`config.mk`:
```
export PLATFORM = sky130hd
export DESIGN_NAME = sem_lane
export DESIGN_NICKNAME = d
export VERILOG_FILES = /design/src/rtl/sobel_edge_magnitude_assert.svh /design/src/rtl/sem_pkg.sv /design/src/rtl/sem_lane.sv
export SDC_FILE = /design/constraint.sdc
export NUM_CORES = 2
export LEC_CHECK = 0
export ABC_AREA = 0
export BUFFER_PORTS_ARGS = -buffer_cell sky130_fd_sc_hd__buf_2
export CAP_MARGIN = 20
export CORE_AREA = 2 2 201 351
export DETAILED_ROUTE_END_ITERATION = 16
export DIE_AREA = 0 0 203 353
export HOLD_SLACK_MARGIN = 0.05
export PLACE_DENSITY = 0.65
export SYNTH_ARGS = -nofsm -noshare
export SYNTH_HDL_FRONTEND = slang
export SYNTH_SLANG_ARGS = --single-unit
```
`constraint.sdc`:
```
create_clock -name clock -period 11.49 [get_ports clock]
set_input_delay 0.5745 -clock clock [delete_from_list [all_inputs] [get_ports clock]]
set_output_delay 0.5745 -clock clock [all_outputs]
set_load 0.01 [all_outputs]
```
`src/rtl/sobel_edge_magnitude_assert.svh`:
```
// Assertion macros used by the top RTL file of the edge magnitude block.
`ifndef SOBEL_EDGE_MAGNITUDE_ASSERT_SVH
`define SOBEL_EDGE_MAGNITUDE_ASSERT_SVH

// The consequent must hold in the same cycle as the antecedent.
`define SEM_ASSERT_SAME(label, clk, rst, ante, cons, msg) \
   label: assert property (@(posedge clk) disable iff (rst) (ante) |-> (cons)) \
      else $error(msg);

// The consequent must hold in the cycle after the antecedent.
`define SEM_ASSERT_NEXT(label, clk, rst, ante, cons, msg) \
   label: assert property (@(posedge clk) disable iff (rst) (ante) |=> (cons)) \
      else $error(msg);

`endif

```
`src/rtl/sem_pkg.sv`:
```
`default_nettype none

package sem_pkg;

   localparam int MAX_WIDTH  = 1024;
   localparam int MAX_HEIGHT = 1024;
   localparam int COL_W      = $clog2(MAX_WIDTH);
   localparam int ROW_W      = $clog2(MAX_HEIGHT);
   localparam int DIM_W      = 11;
   localparam int PIX_W      = 24;
   localparam int MAG_W      = 15;
   localparam int ROOT_W     = 19;
   localparam int RAD_W      = 2 * ROOT_W;
   localparam int REM_W      = ROOT_W + 2;
   localparam int NUM_CH     = 3;

   localparam logic [1:0] CSR_COLOR_MODE   = 2'd0;
   localparam logic [1:0] CSR_FRAME_WIDTH  = 2'd1;
   localparam logic [1:0] CSR_FRAME_HEIGHT = 2'd2;
   localparam logic [1:0] CSR_GAIN         = 2'd3;

   typedef logic [2:0][2:0][7:0] sem_win_type;

   typedef struct packed {
      logic        start;
      sem_win_type win;
   } sem_lane_ctrl_type;

   typedef struct packed {
      logic             done;
      logic [MAG_W-1:0] mag;
   } sem_lane_status_type;

   typedef logic [NUM_CH-1:0][MAG_W-1:0] sem_mag_set_type;

endpackage

`default_nettype wire

```
`src/rtl/sem_lane.sv`:
```
`default_nettype none

module sem_lane (
   input  wire logic                        clock,
   input  wire logic                        reset,
   input  wire sem_pkg::sem_lane_ctrl_type  ctrl,
   input  wire logic [15:0]                 gain_sq,
   output sem_pkg::sem_lane_status_type     status
);

   import sem_pkg::*;

   typedef enum logic [2:0] {
      L_IDLE,
      L_SQUARE,
      L_SCALE,
      L_ROOT
   } lane_state_type;

   lane_state_type     state_ff;
   logic signed [10:0] gx_ff;
   logic signed [10:0] gy_ff;
   logic [20:0]        e_ff;
   logic [RAD_W-1:0]   v_ff;
   logic [REM_W-1:0]   rem_ff;
   logic [ROOT_W-1:0]  res_ff;
   logic [4:0]         cnt_ff;
   logic               done_ff;

   logic [9:0]         sum_l;
   logic [9:0]         sum_r;
   logic [9:0]         sum_t;
   logic [9:0]         sum_b;
   logic signed [10:0] gx_in;
   logic signed [10:0] gy_in;
   logic signed [21:0] sqx;
   logic signed [21:0] sqy;
   logic [20:0]        e_in;
   logic [36:0]        prod;
   logic [REM_W+1:0]   rem_sh;
   logic [REM_W+1:0]   trial;

   always_comb begin
      sum_l = {2'b00, ctrl.win[0][0]} + {1'b0, ctrl.win[1][0], 1'b0} + {2'b00, ctrl.win[2][0]};
      sum_r = {2'b00, ctrl.win[0][2]} + {1'b0, ctrl.win[1][2], 1'b0} + {2'b00, ctrl.win[2][2]};
      sum_t = {2'b00, ctrl.win[0][0]} + {1'b0, ctrl.win[0][1], 1'b0} + {2'b00, ctrl.win[0][2]};
      sum_b = {2'b00, ctrl.win[2][0]} + {1'b0, ctrl.win[2][1], 1'b0} + {2'b00, ctrl.win[2][2]};
      gx_in = signed'({1'b0, sum_r}) - signed'({1'b0, sum_l});
      gy_in = signed'({1'b0, sum_b}) - signed'({1'b0, sum_t});
      sqx   = gx_ff * gx_ff;
      sqy   = gy_ff * gy_ff;
      e_in  = sqx[20:0] + sqy[20:0];
      prod  = e_ff * gain_sq;
      rem_sh = {rem_ff, v_ff[RAD_W-1 -: 2]};
      trial  = {2'b00, res_ff, 2'b01};
   end

   always_ff @(posedge clock) begin
      if (reset) begin
         state_ff <= L_IDLE;
         done_ff  <= 1'b0;
         cnt_ff   <= '0;
      end else begin
         done_ff <= 1'b0;
         unique case (state_ff)
            L_IDLE: begin
               if (ctrl.start) begin
                  gx_ff    <= gx_in;
                  gy_ff    <= gy_in;
                  state_ff <= L_SQUARE;
               end
            end
            L_SQUARE: begin
               e_ff     <= e_in;
               state_ff <= L_SCALE;
            end
            L_SCALE: begin
               v_ff     <= {1'b0, prod};
               rem_ff   <= '0;
               res_ff   <= '0;
               cnt_ff   <= '0;
               state_ff <= L_ROOT;
            end
            L_ROOT: begin
               v_ff <= {v_ff[RAD_W-3:0], 2'b00};
               if (rem_sh >= trial) begin
                  rem_ff <= REM_W'(rem_sh - trial);
                  res_ff <= {res_ff[ROOT_W-2:0], 1'b1};
               end else begin
                  rem_ff <= REM_W'(rem_sh);
                  res_ff <= {res_ff[ROOT_W-2:0], 1'b0};
               end
               if (cnt_ff == 5'(ROOT_W - 1)) begin
                  done_ff  <= 1'b1;
                  state_ff <= L_IDLE;
               end else begin
                  cnt_ff <= cnt_ff + 5'd1;
               end
            end
            default: state_ff <= L_IDLE;
         endcase
      end
   end

   assign status.done = done_ff;
   assign status.mag  = res_ff[ROOT_W-1:4];

endmodule

`default_nettype wire

```
Yosys cells after proc, flatten, opt, wreduce, memory -nomap -nowiden
Cells that the tools add are included.
{ "word_totals": {"register_bits": 130, "out_inout_bits": 16, "inputBits": 91, "word_cells": 54} }
{ "classes": {"add_sub_neg": 13, "bitwise_logic": 2, "muxes": 11, "order_cmp": 1, "n_eq_ne": 7, "n_mul": 3, "reduce_logical": 8} }
{ "op_table": {"columns": ["cell", "count"], "rows": [
  ["38-bit one-hot mux with 2 select lines", 1],
  ["11-bit by 11-bit multiplier with 21-bit output", 2],
  ["21-bit one-hot mux with 2 select lines", 1],
  ["10-bit by 8-bit adder with 10-bit output", 4],
  ["8-bit by 9-bit adder with 10-bit output", 4],
  ["19-bit one-hot mux with 2 select lines", 1],
  ["21-bit by 16-bit multiplier with 37-bit output", 1],
  ["23-bit by 21-bit greater-or-equal comparator with 1-bit output", 1],
  ["10-bit by 10-bit subtractor with 11-bit output", 2],
  ["21-bit adder", 1],
  ["21-bit two-way mux", 1],
  ["21-bit subtractor", 1],
  ["3-bit one-hot mux with 4 select lines", 1],
  ["5-bit one-hot mux with 2 select lines", 1],
  ["2-bit AND reduction", 4],
  ["3-bit by 2-bit == test with 1-bit output, second input constant", 2],
  ["3-bit two-way mux", 2],
  ["2-bit inequality test, second input constant", 3],
  ["5-bit by 1-bit adder with 5-bit output, second input constant", 1],
  ["5-bit == test, second input constant", 1],
  ["5-bit two-way mux", 1],
  ["3-bit by 1-bit == test with 1-bit output, second input constant", 1],
  ["3-bit logical NOT", 1],
  ["3-bit AND reduction", 1],
  ["other kinds (4)", 6]
]} }

Longest topological paths before layout
{ "depth": {"word_depth": 3, "depth_mapped": 25, "ltp_nobuf": 24} }

Worst setup path before layout
No wires, ideal clock.
{ "synth_timing": {"path_type": "flip-flop to flip-flop", "from": "register gy_ff[10]", "to": "register e_ff[20] (data pin)", "setup_slack_ns": 4.913, "setup_time_ns": 0.260, "required_time_ns": 11.230, "synth_period_minus_slack_ns": 6.577, "n_path_buf": 1, "t_arrival_ns": 6.318, "stages_incl_launch_ff": 24, "cell_sequence": "edfxtp_1 -> clkbuf_1 -> nand2_1 -> inv_1 -> fa_1 -> fa_1 -> inv_1 -> fa_1 -> inv_1 -> fa_1 -> inv_1 -> fa_1 -> inv_1 -> fa_1 -> inv_1 -> fa_1 -> inv_1 -> ha_1 -> and3_1 -> a211oi_1 -> nor3_1 -> or3_1 -> a21oi_1 -> xnor2_1"} }
{ "synth_between": {"elab_chain_cells": 2} }
{ "synth_rtl": {"columns": ["item", "line_no", "source"], "rows": [
  ["start, declared", "sem_lane.sv:22", "logic signed [10:0] gy_ff;"],
  ["start signal, assigned", "sem_lane.sv:69", "gy_ff <= gy_in;"],
  ["11-bit by 11-bit multiplier with 21-bit output", "sem_lane.sv:51", "sqy = gy_ff * gy_ff;"],
  ["21-bit adder", "sem_lane.sv:52", "e_in = sqx[20:0] + sqy[20:0];"],
  ["net e_in[20]", "sem_lane.sv:38", "logic [20:0] e_in;"],
  ["end signal, assigned", "sem_lane.sv:74", "e_ff <= e_in;"],
  ["end, declared", "sem_lane.sv:23", "logic [20:0] e_ff;"]
]} }
The timed path passes the listed nets, and every way through them passes these cells.
A chain may end at the register's enable or synchronous reset.

Worst setup path after layout
{ "layout_timing": {"from": "register gy_ff[10]", "to": "register e_ff[19] (data pin)"} }
The elaborated chain is that of the path after synthesis.

==> run summary <==
The flow ran to the end, and the final reports show no timing, DRC or antenna violations. The tools report the number of antenna violations at the first check in global routing as 1. The register-to-register path setup slack was 4310 ps; the site row count was 128. Leaving out fill and tap cells, the most frequent cells in the layout are inv_1, fa_1, nand2_1. The floorplan step set the die width to 203 um.

The worst hold path terminates at state_ff[1]. Worst slew margin relative to its limit: 0.327. On the final layout, the worst clock skew is 19.4 ps. The detail route stage leaves a number of antenna-violating nets equal to 0. The hold path depth is 2. The total overflow left after global routing is 0.

The area added between synthesis and finish is 6.66%. STA classifies the critical path startpoint as a register. Synthesis produced 2,873 cells. For the final wirelength, the log shows 62,200 um. The tools report the startpoint of the most critical register-to-register path as gy_ff[10]. Leaving out fill and tap cells, the most frequent cell in the layout is inv_1. The repair_antennas step left the layout with diodes totalling 0. For the number of global-route vias before repair, the log shows 21,200. Summing every instance area after synthesis gives 27,400 um^2.

At the pin with the least slew margin, the transition time is 1010 ps. The initial core utilization is 0.396. During I/O placement, the number of pins put on the boundary was 107. The net count of the finished layout is 3,774.

The worst register-to-register path ends at e_ff[19]. The portion of the post-synthesis area used by sequential elements is 0.139. The worst hold path belongs to the class input pin to register. At the later pin of the worst-skew pair, clock insertion delay measures 460 ps.

Counting along the longest clock path gives a buffer depth of 2. The logs give 78 for the pin count of the biggest net entering global routing and 0 for the synthesis warning total. The total negative slack for setup checks was 0 ps; the top achievable clock speed was 0.139 GHz.

The distinct cell type count after synthesis is 74. Number of buffers inserted during clock tree synthesis: 17. Yosys attributes the largest share of cell area to fa_1, edfxtp_1, ha_1. At the end of routability-driven placement, the weighted congestion stood at 0.877. The first global-routing pass estimated 104,000 um of wire. Yosys mapped a number of flops with a built-in enable equal to 121. Proportion of layout cells with a drive suffix above 1: 0.0582. Detailed placement finished with a half-perimeter wire length of 50,900 um. Capturing element type of the critical path: a register. The clock tree root driver cell was clkbuf_16. Across the run, the number of max-cap violations was 0.

Counting the fill cells in the layout gives 6,787. The synthesized design spends more area on one cell type than any other, namely fa_1. Counting cells, the worst reg-to-reg path comes to 22. Along the worst path, the maximum fanout reaches 20. Subtracting the final worst setup slack from the clock period gives 7180 ps. The first detailed-routing pass ran for 6 iterations.

After detailed routing, the number of vias per cell comes to 4.92. The fraction of synthesized cell area taken by the top area cell type works out to 0.405. In this run, the number of DRC markers left after iteration 0 of detailed routing was 661. In the final routed layout, each cell accounts on average for 16.3 um. Setup repair after global routing left no endpoint under its margin. After clock tree synthesis, the flow added hold-fix buffers numbering 0.

Counting every net in the synthesized netlist gives 3,758. Number of hold violations in the final report: 0. Among all flip-flop cells after synthesis, the most frequent one is edfxtp_1. The number of buffer cells added on primary ports was 98.

The fraction of registers with async set or reset after synthesis came out at 0. The logs give 0 for the total count of max-transition violations in the final report and 4 for the deepest level of the CTS H-tree. Data arrives at the worst endpoint at 7370 ps.

Launch point of the worst hold path: reset. The share of the clock period used by the worst path after layout was 0.625. The clock drives 129 sinks. Dividing the synthesized area by the synthesized cell count gives 9.52 um^2. For the number of buffers inserted to repair setup after CTS, the log shows 0.

The global-route total usage across every layer came out at 0.185. Setup violations remaining at the end of the flow were counted as 0. The number of flip-flops and latches in the synthesized netlist was 129. In the routed design, unresolved DRC markers number 0. In this run the vertical extent of the chip is 353 um. The clock transition at the registers of the reported paths came out at 70 ps. The die covers 71,700 um^2. The final route contains 18,800 vias. TritonCTS built the clock tree. The worst path required time came out at 11,680 ps. The area inside the core boundary was 69,000 um^2; the count of instances resized after the clock tree is built was 0. The worst setup path is of the register to register kind.
[critical path, cell delays in order, from the launching register on]
cell and delay (ps):
edfxtp_1 760, nand2_1 200, inv_1 480, fa_1 530, fa_1 490, inv_1 50, fa_1 500, inv_1 50
fa_1 530, inv_1 80, fa_1 480, inv_1 50, fa_1 470, inv_1 50, fa_1 470, inv_1 40
ha_1 340, and3_1 190, a211oi_1 370, nor3_1 130, or3_1 370, a21oi_1 180, xnor2_1 90
[state kept, by name, indices dropped and copies added, names as in the netlist]
register	count
gy_ff	11
rem_ff	21
res_ff	19
cnt_ff	5
gx_ff	11
state_ff	2
done_ff	1
e_ff	21
v_ff	38
[final cells by class]
class / instances / area [um^2] / share of cell area
multi-input cells: 1884 / 20300 / 0.695
flip-flops and latches: 129 / 3790 / 0.130
inverters: 750 / 2820 / 0.0965
well taps: 910 / 1140 / 0.0390
repair buffers: 107 / 566 / 0.0194
clock buffers: 17 / 425 / 0.0146
clock inverters: 15 / 166 / 0.00570
[Yosys cell counts (17+ instances only)]
library cell  count
nor2b_1          29
and2_1          178
fa_1            553
inv_1           749
a21oi_1          62
nor3_1           22
nor2_1           95
nand3_1          17
xor2_1           30
a21o_1           31
clkbuf_1         89
o21ai_0          55
nand2_1         333
ha_1            241
edfxtp_1        121
xnor2_1          65
[per-layer routing]
layer	GRT usage	wire [um]
met4	0.0936	3330
met1	0.176	20600
met5	0	13
met2	0.380	36700
met3	0.0177	1540
[kinds of logic after synthesis]
| logic type | after synthesis | share of synthesized area |
|---|---|---|
| xor+xnor | 95 | 0.0304 |
| compound gates | 255 | 0.0635 |
| fa+ha+maj | 794 | 0.515 |
| simple gates | 723 | 0.125 |
| mux | 17 | 0.00636 |
| buf+inv | 860 | 0.121 |
| flops | 129 | 0.139 |
[stage by stage]
| stage | instances | hold slack, ps | setup WS [ps] | area [um^2] | util |
|---|---|---|---|---|---|
| after floorplan | 2873 | 487 | 4910 | 27400 | - |
| after global placement | 3779 | 505 | 4360 | 28600 | 0.414 |
| after detailed placement | 3779 | 510 | 4310 | 28600 | 0.414 |
| after CTS | 3811 | 444 | 4250 | 29200 | 0.422 |
| after global routing | 3812 | 455 | 3820 | 29200 | 0.423 |
| final | 3812 | 461 | 4310 | 29200 | 0.423 |
[worst max path at each step]
stage                     startpoint  endpoint  slack (ps)  cells after the start
after floorplan            gy_ff[10]  e_ff[20]        4910                     23
after global placement     gy_ff[10]  e_ff[20]        4360                     22
after detailed placement   gy_ff[10]  e_ff[20]        4310                     22
after CTS                  gy_ff[10]  e_ff[20]        4250                     22
after global routing       gy_ff[10]  e_ff[19]        3820                     22
final                      gy_ff[10]  e_ff[19]        4310                     22
Power is left out: the tool's default activity adds up to more than one toggle a clock period on the data nets, which glitch-free logic cannot reach.
