--- src/rtl/sobel_edge_magnitude_assert.svh ---
// Assertion macros used by the top RTL file of the edge magnitude block.
`ifndef SOBEL_EDGE_MAGNITUDE_ASSERT_SVH
`define SOBEL_EDGE_MAGNITUDE_ASSERT_SVH

// The consequent must hold in the same cycle as the antecedent.
`define SEM_ASSERT_SAME(label, clk, rst, ante, cons, msg) \
   label: assert property (@(posedge clk) disable iff (rst) (ante) |-> (cons)) \
      else $error(msg);

// The consequent must hold in the cycle after the antecedent.
`define SEM_ASSERT_NEXT(label, clk, rst, ante, cons, msg) \
   label: assert property (@(posedge clk) disable iff (rst) (ante) |=> (cons)) \
      else $error(msg);

`endif

--- src/rtl/sem_pkg.sv ---
`default_nettype none

package sem_pkg;

   localparam int MAX_WIDTH  = 1024;
   localparam int MAX_HEIGHT = 1024;
   localparam int COL_W      = $clog2(MAX_WIDTH);
   localparam int ROW_W      = $clog2(MAX_HEIGHT);
   localparam int DIM_W      = 11;
   localparam int PIX_W      = 24;
   localparam int MAG_W      = 15;
   localparam int ROOT_W     = 19;
   localparam int RAD_W      = 2 * ROOT_W;
   localparam int REM_W      = ROOT_W + 2;
   localparam int NUM_CH     = 3;

   localparam logic [1:0] CSR_COLOR_MODE   = 2'd0;
   localparam logic [1:0] CSR_FRAME_WIDTH  = 2'd1;
   localparam logic [1:0] CSR_FRAME_HEIGHT = 2'd2;
   localparam logic [1:0] CSR_GAIN         = 2'd3;

   typedef logic [2:0][2:0][7:0] sem_win_type;

   typedef struct packed {
      logic        start;
      sem_win_type win;
   } sem_lane_ctrl_type;

   typedef struct packed {
      logic             done;
      logic [MAG_W-1:0] mag;
   } sem_lane_status_type;

   typedef logic [NUM_CH-1:0][MAG_W-1:0] sem_mag_set_type;

endpackage

`default_nettype wire

--- src/rtl/sem_merge.sv ---
`default_nettype none

module sem_merge (
   input  wire logic                     color_mode,
   input  wire sem_pkg::sem_mag_set_type mags,
   output logic [7:0]                    edge_value
);

   import sem_pkg::*;

   logic [MAG_W+1:0] sum;
   logic [19:0]      quot;

   always_comb begin
      sum  = {2'b00, mags[0]} + {2'b00, mags[1]} + {2'b00, mags[2]};
      quot = sum[9:0] * 10'd683;
      if (color_mode) begin
         if (sum >= 17'd768) begin
            edge_value = 8'd255;
         end else begin
            edge_value = quot[18:11];
         end
      end else begin
         if (mags[0] > 15'd255) begin
            edge_value = 8'd255;
         end else begin
            edge_value = mags[0][7:0];
         end
      end
   end

endmodule

`default_nettype wire

--- config.mk ---
export PLATFORM = sky130hd
export DESIGN_NAME = sem_merge
export DESIGN_NICKNAME = d
export VERILOG_FILES = /design/src/rtl/sobel_edge_magnitude_assert.svh /design/src/rtl/sem_pkg.sv /design/src/rtl/sem_merge.sv
export SDC_FILE = /design/constraint.sdc
export NUM_CORES = 1
export LEC_CHECK = 0
export ABC_CLOCK_PERIOD_IN_PS = 10500
export BUFFER_PORTS_ARGS = -buffer_cell sky130_fd_sc_hd__buf_2
export CAP_MARGIN = 20
export CORE_ASPECT_RATIO = 1.75
export CORE_MARGIN = 5
export CORE_UTILIZATION = 40
export DETAILED_ROUTE_END_ITERATION = 16
export GPL_TIMING_DRIVEN = 1
export PLACE_DENSITY = 0.67
export SLEW_MARGIN = 40
export SYNTH_ARGS = -nofsm -noshare
export SYNTH_HDL_FRONTEND = slang
export SYNTH_SLANG_ARGS = --single-unit
--- constraint.sdc ---
create_clock -name vclk -period 10.5
set_input_delay 2.1 -clock vclk [all_inputs]
set_output_delay 2.1 -clock vclk [all_outputs]
set_load 0.1 [all_outputs]
After elaboration in Yosys (flattened, before gate mapping). Cells that the tools add are included.

ROM bits: 0. Bits of input ports: 46. Bits in latches: 0. Logic and storage cells: 8. Memory bits (writable): 0. Output and inout port bits: 8. Memories: 0. Register bits after elaboration: 0.

Reduce and logical (&&, ||, !) cells: 0. Muxes and demuxes: 3. Shifts and indexed selects: 0. Bitwise logic cells: 0. $mul: 1. Add/sub/neg operators: 2. Magnitude comparators: 2. Equality and inequality tests: 0. Div/mod/pow operators: 0.

Operators with widths (count): 8-bit two-way mux (3); 10-bit by 10-bit multiplier with 19-bit output, second input constant (1); 16-bit by 15-bit adder with 17-bit output (1); 17-bit by 10-bit >= comparator with 1-bit output, second input constant (1); 15-bit by 15-bit adder with 16-bit output (1); 15-bit by 8-bit greater-than comparator with 1-bit output, second input constant (1).

Longest topological paths before layout. Gate-level depths: netlist of the first run.

Word-level depth: 5. Gate-level depth with buffers: 29. Depth with buffers taken out: 29.

Worst setup path before layout of the first run. No wires, ideal clock.

Path kind: input to output. Start: in mags[1] (netlist bit). End: out edge_value[6]. Arrival: 8.460 ns. Path slack: -0.060 ns. Cell stages on the path: 29. Path buffers: 0. Required time: 8.400 ns. Cell sequence: inv_1 > fa_1 > inv_1 > ha_1 > inv_1 > fa_1 > nor2b_1 > o31a_1 > o21ai_0 > nand2b_1 > xor2_1 > ha_1 > ha_1 > inv_1 > fa_1 > inv_1 > fa_1 > inv_1 > fa_1 > inv_1 > ha_1 > a21oi_1 > o21ai_1 > nor4_1 > nor3_1 > o31a_1 > nor2_1 > xnor2_1 > o22a_1.

Longest elaborated chain between the ends: 5. Elaborated cells on any way between the ends: 8. Classes of those cells: add/sub (2); mul (1); order compare (2); mux (3).

RTL lines: from (decl) (line sem_merge.sv:5) `input wire sem_pkg::sem_mag_set_type mags,`; 15-bit by 15-bit adder with 16-bit output (line sem_merge.sv:15) `sum = {2'b00, mags[0]} + {2'b00, mags[1]} + {2'b00, mags[2]};`; 16-bit by 15-bit adder with 17-bit output (line sem_merge.sv:15); 10-bit by 10-bit multiplier with 19-bit output / 17-bit by 10-bit >= comparator with 1-bit output (equally long branches) (line sem_merge.sv:16, sem_merge.sv:18); 8-bit two-way mux (line sem_merge.sv:18) `if (sum >= 17'd768) begin`; 8-bit two-way mux * (line sem_merge.sv:17) `if (color_mode) begin`; to (decl) (line sem_merge.sv:6) `output logic [7:0] edge_value`.

Mark *: on every way between the ends. The rest lies on a longest branch, timed or not.

Final worst setup path of the first run.
Start: in mags[31] (netlist bit). End: out edge_value[1].

Longest elaborated chain between the ends: 4. Elaborated cells on any way between the ends: 5. Classes of those cells: add/sub (1); mul (1); order compare (1); mux (2).

RTL lines (line): 16-bit by 15-bit adder with 17-bit output * (sem_merge.sv:15); 10-bit by 10-bit multiplier with 19-bit output / 17-bit by 10-bit >= comparator with 1-bit output (equally long branches) (sem_merge.sv:16, sem_merge.sv:18); 8-bit two-way mux * (sem_merge.sv:18); 8-bit two-way mux * (sem_merge.sv:17).

Marks and branches as above.

==> results of run 1 <==
==> final timing paths <==
path                      from            end  cells after the start
worst max-delay path  mags[31]  edge_value[1]                     30
worst min-delay path   mags[7]  edge_value[7]                      3
==> worst max-delay path: cells and delay by family <==
family          cells  cell delay [ns]
compound gates      5             0.94
simple gates        4             0.46
fa+ha+maj           9             3.35
buf+inv            10             0.78
xor+xnor            2             0.50
==> layer usage <==
metal | GRT usage | vias up | wire length, um
li1 | - | 1234 | -
met1 | 0.171 | 1219 | 2440
met2 | 0.362 | 73 | 4490
met3 | 0.00902 | 22 | 270
met4 | 0.0546 | 0 | 268
met5 | 0 | - | 0
==> cell usage after synthesis, types with 2 or more instances <==
cell type / instances
ha_1: 72
inv_1: 65
fa_1: 35
a21oi_1: 15
nor2_1: 12
xnor2_1: 12
o21ai_0: 8
o22a_1: 8
xor2_1: 8
a21o_1: 7
nand2_1: 6
nor3_1: 6
nand3_1: 5
nor4_1: 5
a211oi_1: 3
nand4_1: 3
o211ai_1: 3
nand2b_1: 2
o2111ai_1: 2
o21a_1: 2
o21bai_1: 2
o22ai_1: 2
o31a_1: 2
or2_2: 2
or3_1: 2
==> kinds of logic after synthesis <==
family / synth area share
fa+ha+maj: 0.554
buf+inv: 0.0917
compound gates: 0.177
simple gates: 0.103
xor+xnor: 0.0701
mux: 0.00476
==> repair_timing <==
action | CTS | global route
endpoints found under the hold margin | 0 | 0
setup endpoints to repair | 4 | 7
pin swaps | 0 | 20
resized for setup | 3 | 23
==> per-stage QoR <==
step	util	instance area [um2]	hold slack [ns]	setup TNS [ns]
2_1_floorplan	-	2900	4.61	0
3_3_place_gp	0.481	3430	4.62	0
3_5_place_dp	0.481	3430	4.63	-0.253
4_1_cts	0.483	3450	4.63	0
5_1_grt	0.495	3530	4.64	0
6_report	0.495	3530	4.62	0
==> final cells by class <==
| type | count | area share |
|---|---|---|
| timing repair buffer | 65 | 0.130 |
| inverter | 65 | 0.0691 |
| multi-input combinational | 249 | 0.771 |
| tap | 86 | 0.0305 |
==> impl_metrics.prom, run 1 <==
# TYPE chip_impl_metric gauge
chip_impl_info{name="status",value="completed"} 1
chip_impl_metric{name="initial_cell_density_of_the_core",unit=""} 0.406
chip_impl_metric{name="gp_congestion",unit=""} 0.945
chip_impl_metric{name="yosysWarnings",unit=""} 0
chip_impl_metric{name="avgRoutedWirePerCell",unit="um"} 16.1
chip_impl_metric{name="route.detailed.vias_per_inst",unit=""} 5.48
chip_impl_metric{name="dr.first_iter.drc_count",unit=""} 62
chip_impl_metric{name="net_count_of_the_finished_layout",unit=""} 534
chip_impl_metric{name="synthCells",unit=""} 318
chip_impl_metric{name="post_cts.repair.setup_buffers",unit=""} 0
chip_impl_metric{name="ios",unit=""} 54
chip_impl_info{name="post_synthesis_cell_type_with_the_largest_combined_area",value="ha_1"} 1
chip_impl_metric{name="die_area",unit="um2"} 9100
chip_impl_metric{name="maxSlewViolCount",unit=""} 0
chip_impl_metric{name="layout_worst_path_cycle_share",unit=""} 0.974
chip_impl_metric{name="nClkBuffers",unit=""} 0
chip_impl_metric{name="finalSetupViolCount",unit=""} 0
chip_impl_metric{name="antenna_cells_inserted",unit=""} 0
chip_impl_metric{name="critical_path.max_fanout",unit=""} 2
chip_impl_info{name="tightest_hold_check_type",value="input port to output pin"} 1
chip_impl_info{name="ys_top_cells_by_area",value="ha_1, fa_1, inv_1"} 1
chip_impl_metric{name="placeableCoreArea",unit="um2"} 7130
chip_impl_metric{name="proportion_of_synthesized_chip_area_in_sequential_cells",unit=""} 0
chip_impl_metric{name="synth_fp_nets",unit=""} 471
chip_impl_metric{name="number_of_global_route_vias_before_repair",unit=""} 2755
chip_impl_metric{name="grt.total_usage",unit=""} 0.173
chip_impl_metric{name="first_pass_grt_wire_length",unit="um"} 12400
chip_impl_info{name="crit_path_end_kind",value="output pin"} 1
chip_impl_metric{name="grt_antenna_before_repair",unit=""} 0
chip_impl_metric{name="design.seq.count",unit=""} 0
chip_impl_metric{name="dp.cells",unit=""} 466
chip_impl_metric{name="row_count",unit=""} 41
chip_impl_info{name="layout_commonest_cell",value="ha_1"} 1
chip_impl_metric{name="vias",unit=""} 2548
chip_impl_metric{name="grt_max_degree",unit=""} 10
chip_impl_metric{name="max_cap_viol_count",unit=""} 0
chip_impl_metric{name="final.fill_count",unit=""} 678
chip_impl_metric{name="fin_crit",unit="ns"} 10.23
chip_impl_metric{name="antenna_violating_nets_post_route",unit=""} 0
chip_impl_info{name="layout.cells.most_common_list",value="ha_1, inv_1, buf_2"} 1
chip_impl_metric{name="ff_latch_area",unit="um2"} 0
chip_impl_metric{name="cts_hold_repair.buffers",unit=""} 0
chip_impl_metric{name="final_hold_fails",unit=""} 0
chip_impl_info{name="rsz0062_at_grt",value="no"} 1
chip_impl_metric{name="drt_pass1_iterations",unit=""} 4
chip_impl_metric{name="fmax",unit="MHz"} 97.8
chip_impl_metric{name="ys_types",unit=""} 54
chip_impl_metric{name="multiInputGateArea",unit="um2"} 2720
chip_impl_info{name="nature_of_the_critical_path_startpoint",value="input port"} 1
chip_impl_metric{name="die-width",unit="um"} 74.3
chip_impl_metric{name="netlist.area_leader.share",unit=""} 0.311
chip_impl_metric{name="finalNonFillerCells",unit=""} 465
chip_impl_metric{name="max-slew-margin-rel",unit=""} 0.651
chip_impl_metric{name="synth_area_per_cell",unit="um2"} 9.10
chip_impl_metric{name="critical_path.max_stage_delay",unit="ns"} 0.49
chip_impl_metric{name="fp.dieH",unit="um"} 122
chip_impl_metric{name="syn_to_final_growth",unit="%"} 22.0
chip_impl_info{name="worstSetupPathType",value="input port to output pin"} 1
chip_impl_metric{name="route.detailed.drc",unit=""} 0
chip_impl_metric{name="worst_ep_required_time",unit="ns"} 8.40
chip_impl_info{name="critPathSlowestCell",value="fa_1"} 1
chip_impl_metric{name="dp_hpwl",unit="um"} 6890
chip_impl_metric{name="wirelength",unit="um"} 7470
chip_impl_metric{name="worst_slew_pin_slew",unit="ns"} 0.520
chip_impl_metric{name="post_synthesis_instance_area",unit="um2"} 2890
chip_impl_metric{name="timing.critical_path.arrival",unit="ns"} 8.13
chip_impl_metric{name="drive_above_1_share",unit=""} 0.261
chip_impl_metric{name="layout_setup_ws",unit="ns"} 0.272
chip_impl_metric{name="i_o_buffers",unit=""} 54
chip_impl_metric{name="detailedPlace.worstSlack",unit="ns"} -0.0957
chip_impl_metric{name="grt_remaining_overflow",unit=""} 0
Power of run 1 is left out: the tool's default activity adds up to more than one toggle a clock period on the data nets, which glitch-free logic cannot reach.
==> run 2, diff against run 1 <==
Settings changed: CORE_MARGIN 5 to unset.
==> impl_metrics.prom, run 2 (synthesis results as in run 1) <==
# TYPE chip_impl_metric gauge
chip_impl_info{name="status",value="completed"} 1
chip_impl_metric{name="worst_ep_required_time",unit="ns"} 8.40
chip_impl_metric{name="drt_pass1_iterations",unit=""} 4
chip_impl_metric{name="grt_remaining_overflow",unit=""} 0
chip_impl_metric{name="route.detailed.vias_per_inst",unit=""} 5.47
chip_impl_metric{name="i_o_buffers",unit=""} 54
chip_impl_metric{name="grt.total_usage",unit=""} 0.203
chip_impl_metric{name="finalSetupViolCount",unit=""} 0
chip_impl_metric{name="dp_hpwl",unit="um"} 6580
chip_impl_metric{name="critPathBufInv",unit=""} 10
chip_impl_metric{name="die_area",unit="um2"} 7590
chip_impl_info{name="critPathSlowestCell",value="fa_1"} 1
chip_impl_info{name="crit_family",value="adder cells"} 1
chip_impl_metric{name="critical_path.max_fanout",unit=""} 2
chip_impl_metric{name="row_count",unit=""} 40
chip_impl_info{name="worstSetupPathType",value="input port to output pin"} 1
chip_impl_metric{name="placement.cell_area",unit="um2"} 3430
chip_impl_info{name="holdCritStartpoint",value="mags[7]"} 1
chip_impl_metric{name="first_pass_grt_wire_length",unit="um"} 11800
chip_impl_metric{name="antenna_violating_nets_post_route",unit=""} 0
chip_impl_metric{name="layout_setup_ws",unit="ns"} 0.275
chip_impl_info{name="nature_of_the_critical_path_startpoint",value="input port"} 1
chip_impl_info{name="hold_path_end",value="edge_value[7]"} 1
chip_impl_metric{name="placeableCoreArea",unit="um2"} 6910
chip_impl_info{name="layout_commonest_cell",value="ha_1"} 1
chip_impl_metric{name="initial_cell_density_of_the_core",unit=""} 0.419
chip_impl_metric{name="max-slew-margin-rel",unit=""} 0.657
chip_impl_metric{name="timing.hold.worst_path_depth",unit=""} 3
chip_impl_metric{name="detailedPlace.worstSlack",unit="ns"} -0.0790
chip_impl_metric{name="dr.first_iter.drc_count",unit=""} 32
chip_impl_metric{name="nClkBuffers",unit=""} 0
chip_impl_metric{name="grt_antenna_before_repair",unit=""} 0
chip_impl_metric{name="ff_latch_area",unit="um2"} 0
chip_impl_metric{name="drive_above_1_share",unit=""} 0.274
chip_impl_metric{name="layout_worst_path_cycle_share",unit=""} 0.974
chip_impl_metric{name="fmax",unit="MHz"} 97.8
chip_impl_info{name="tightest_hold_check_type",value="input port to output pin"} 1
chip_impl_metric{name="grt_max_degree",unit=""} 10
chip_impl_info{name="layout.cells.most_common_list",value="ha_1, inv_1, buf_2"} 1
chip_impl_metric{name="layout.cell_area.non_filler",unit="um2"} 3550
chip_impl_metric{name="net_count_of_the_finished_layout",unit=""} 535
chip_impl_metric{name="vias",unit=""} 2536
chip_impl_metric{name="final_hold_fails",unit=""} 0
chip_impl_metric{name="wirelength",unit="um"} 7180
chip_impl_info{name="crit_path_end_kind",value="output pin"} 1
chip_impl_metric{name="fin_crit",unit="ns"} 10.22
chip_impl_metric{name="maxSlewViolCount",unit=""} 0
chip_impl_metric{name="avgRoutedWirePerCell",unit="um"} 15.5
chip_impl_metric{name="crit_cells",unit=""} 31
chip_impl_metric{name="design.seq.count",unit=""} 0
chip_impl_metric{name="ios",unit=""} 54
chip_impl_metric{name="die-width",unit="um"} 66.3
chip_impl_metric{name="worst_slew_pin_slew",unit="ns"} 0.510
chip_impl_metric{name="max_cap_viol_count",unit=""} 0
chip_impl_metric{name="final_core_util",unit=""} 0.514
chip_impl_metric{name="critical_path.max_stage_delay",unit="ns"} 0.52
chip_impl_metric{name="antenna_cells_inserted",unit=""} 0
chip_impl_metric{name="gp_congestion",unit=""} 0.937
chip_impl_metric{name="route.detailed.drc",unit=""} 0
chip_impl_metric{name="number_of_global_route_vias_before_repair",unit=""} 2655
chip_impl_metric{name="timing.critical_path.arrival",unit="ns"} 8.12
chip_impl_metric{name="fp.dieH",unit="um"} 114
chip_impl_metric{name="syn_to_final_growth",unit="%"} 22.8
[run 2: timing repair]
item | in CTS | in global routing
resized for setup | 5 | 24
pin swaps | 0 | 18
hold buffers | 0 | 0
setup buffers | 0 | 1
setup endpoints to repair | 3 | 7
endpoints found under the hold margin | 0 | 0
[run 2: per-stage QoR]
| step | std cells | hold slack (ns) | TNS (ns) |
|---|---|---|---|
| after detailed placement | 464 | 4.63 | -0.194 |
| after global placement | 464 | 4.62 | 0 |
| after global routing | 464 | 4.64 | -0.00767 |
| after CTS | 464 | 4.63 | 0 |
| final | 464 | 4.63 | 0 |
| after floorplan | 318 | 4.61 | 0 |
[run 2: routing by layer]
layer / up-vias / wire length [um] / track usage
met2: 68 / 4080 / 0.403
met1: 1204 / 2350 / 0.191
li1: 1236 / - / -
met3: 28 / 166 / 0.00797
met4: 0 / 584 / 0.133
met5: - / 0 / 0
[run 2: cell type report]
type	instances	area [um2]
inverter	65	244
fill	648	3350
multi-input combinational	249	2740
timing repair buffer	66	465
tap	84	105
[run 2: tightest hold or removal path: stages]
cell,delay [ns]
buf_2,0.09
o22a_2,0.17
buf_12,0.17
[run 2: worst max path at each step]
stage	endpoint	slack [ns]	start
after floorplan	edge_value[5]	0.10	mags[1]
after global placement	edge_value[6]	0.04	mags[1]
after detailed placement	edge_value[4]	-0.08	mags[1]
after CTS	edge_value[4]	0.03	mags[1]
after global routing	edge_value[6]	-0.008	mags[1]
final	edge_value[3]	0.28	mags[1]
Power of run 2 is left out for the same reason.
==> run 3, diff against run 2 <==
Settings changed: CORE_ASPECT_RATIO 1.75 to 1.5.
==> impl_metrics.prom, run 3 (synthesis results as in run 1) <==
# TYPE chip_impl_metric gauge
chip_impl_info{name="layout.cells.most_common_list",value="ha_1, inv_1, buf_2"} 1
chip_impl_info{name="nature_of_the_critical_path_startpoint",value="input port"} 1
chip_impl_metric{name="fp.dieH",unit="um"} 106
chip_impl_metric{name="fin_crit",unit="ns"} 10.25
chip_impl_metric{name="fin_tns_setup",unit="ns"} 0
chip_impl_metric{name="met1_routed_length",unit="um"} 2690
chip_impl_metric{name="die-width",unit="um"} 71.4
chip_impl_metric{name="fmax",unit="MHz"} 97.6
chip_impl_metric{name="worst_slew_pin_slew",unit="ns"} 0.534
chip_impl_metric{name="i_o_buffers",unit=""} 54
chip_impl_metric{name="worst_ep_required_time",unit="ns"} 8.40
chip_impl_info{name="rsz0062_at_grt",value="yes"} 1
chip_impl_metric{name="dr.first_iter.drc_count",unit=""} 61
chip_impl_info{name="worst_path_most_repeated_cell",value="ha_1"} 1
chip_impl_metric{name="met3WireLength",unit="um"} 136
chip_impl_metric{name="avgRoutedWirePerCell",unit="um"} 16.2
chip_impl_metric{name="critical_path.max_stage_delay",unit="ns"} 0.58
chip_impl_metric{name="initial_cell_density_of_the_core",unit=""} 0.417
chip_impl_metric{name="layout_worst_path_cycle_share",unit=""} 0.976
chip_impl_info{name="critPathLaunch",value="mags[31]"} 1
chip_impl_metric{name="dp_hpwl",unit="um"} 6810
chip_impl_metric{name="design.seq.count",unit=""} 0
chip_impl_metric{name="max-slew-margin-rel",unit=""} 0.641
chip_impl_info{name="crit_path_end_kind",value="output pin"} 1
chip_impl_metric{name="grt_antenna_before_repair",unit=""} 0
chip_impl_metric{name="critical_path.max_fanout",unit=""} 4
chip_impl_metric{name="met2RoutedLength",unit="um"} 4380
chip_impl_metric{name="first_pass_grt_wire_length",unit="um"} 12200
chip_impl_metric{name="ios",unit=""} 54
chip_impl_info{name="tightest_hold_check_type",value="input port to output pin"} 1
chip_impl_metric{name="placeableCoreArea",unit="um2"} 6940
chip_impl_metric{name="drt_pass1_iterations",unit=""} 4
chip_impl_info{name="dr.max_layer_used",value="met4"} 1
chip_impl_metric{name="drive_above_1_share",unit=""} 0.280
chip_impl_metric{name="net_count_of_the_finished_layout",unit=""} 541
chip_impl_metric{name="route.detailed.vias_per_inst",unit=""} 5.52
chip_impl_info{name="critPathSlowestCell",value="fa_1"} 1
chip_impl_metric{name="number_of_global_route_vias_before_repair",unit=""} 2750
chip_impl_metric{name="route.detailed.drc",unit=""} 0
chip_impl_metric{name="max_cap_viol_count",unit=""} 0
chip_impl_metric{name="antenna_violating_nets_post_route",unit=""} 0
chip_impl_info{name="worstSetupPathType",value="input port to output pin"} 1
chip_impl_metric{name="grt.total_usage",unit=""} 0.205
chip_impl_metric{name="grt_max_degree",unit=""} 10
chip_impl_metric{name="vias",unit=""} 2559
chip_impl_metric{name="final_hold_fails",unit=""} 0
chip_impl_metric{name="ff_latch_area",unit="um2"} 0
chip_impl_metric{name="grt_remaining_overflow",unit=""} 0
chip_impl_metric{name="finalSetupViolCount",unit=""} 0
chip_impl_metric{name="wirelength",unit="um"} 7530
chip_impl_metric{name="syn_to_final_growth",unit="%"} 24.1
chip_impl_metric{name="maxSlewViolCount",unit=""} 0
chip_impl_info{name="layout_commonest_cell",value="ha_1"} 1
chip_impl_metric{name="row_count",unit=""} 37
chip_impl_metric{name="antenna_cells_inserted",unit=""} 0
chip_impl_metric{name="nClkBuffers",unit=""} 0
chip_impl_metric{name="gp_congestion",unit=""} 0.886
chip_impl_metric{name="cts_hold_repair.buffers",unit=""} 0
chip_impl_metric{name="die_area",unit="um2"} 7580
chip_impl_info{name="holdCritStartpoint",value="mags[7]"} 1
chip_impl_info{name="status",value="completed"} 1
chip_impl_metric{name="timing.critical_path.arrival",unit="ns"} 8.15
==> run 3: path summary, 6_finish.rpt <==
path             to  slack [ns]  cells past startpoint
max   edge_value[6]        0.25                     27
min   edge_value[7]        4.63                      3
==> run 3: critical path: cells and delay by family <==
family	cells	cell delay [ns]
buffers and inverters	6	0.57
AOI/OAI and AO/OA	5	1.43
xor gates and xnor gates	2	0.33
adders and majority gates	9	2.97
and+or+nand+nor	5	0.75
==> run 3: per-layer routing <==
layer | vias to the layer above | track usage
met2 | 61 | 0.429
li1 | 1249 | -
met4 | 0 | 0.0629
met5 | - | 0
met1 | 1228 | 0.210
met3 | 21 | 0.00664
==> run 3: final cells by class <==
type                            count  area, um2
Fill cell                         646       3350
Multi-Input combinational cell    249       2720
Inverter                           65        244
Timing Repair Buffer               72        526
Tap cell                           78       97.6
==> run 3: timing repair <==
item | 4_1_cts | 5_1_grt
pin swaps | 0 | 17
gates resized for setup | 3 | 23
endpoints found under the setup margin | 4 | 7
setup buffers | 0 | 2
==> run 3: through the flow <==
step                instance area [um2]   util  hold WS (ns)  std cells  worst slack, ns
floorplan                          2900      -          4.61        318            0.101
global placement                   3470  0.499          4.63        462         -0.00709
detailed placement                 3470  0.499          4.63        462           -0.215
CTS                                3480  0.501          4.63        462           0.0300
global route                       3590  0.517          4.64        464          -0.0754
finish                             3590  0.517          4.63        464            0.253
Power of run 3 is left out for the same reason.
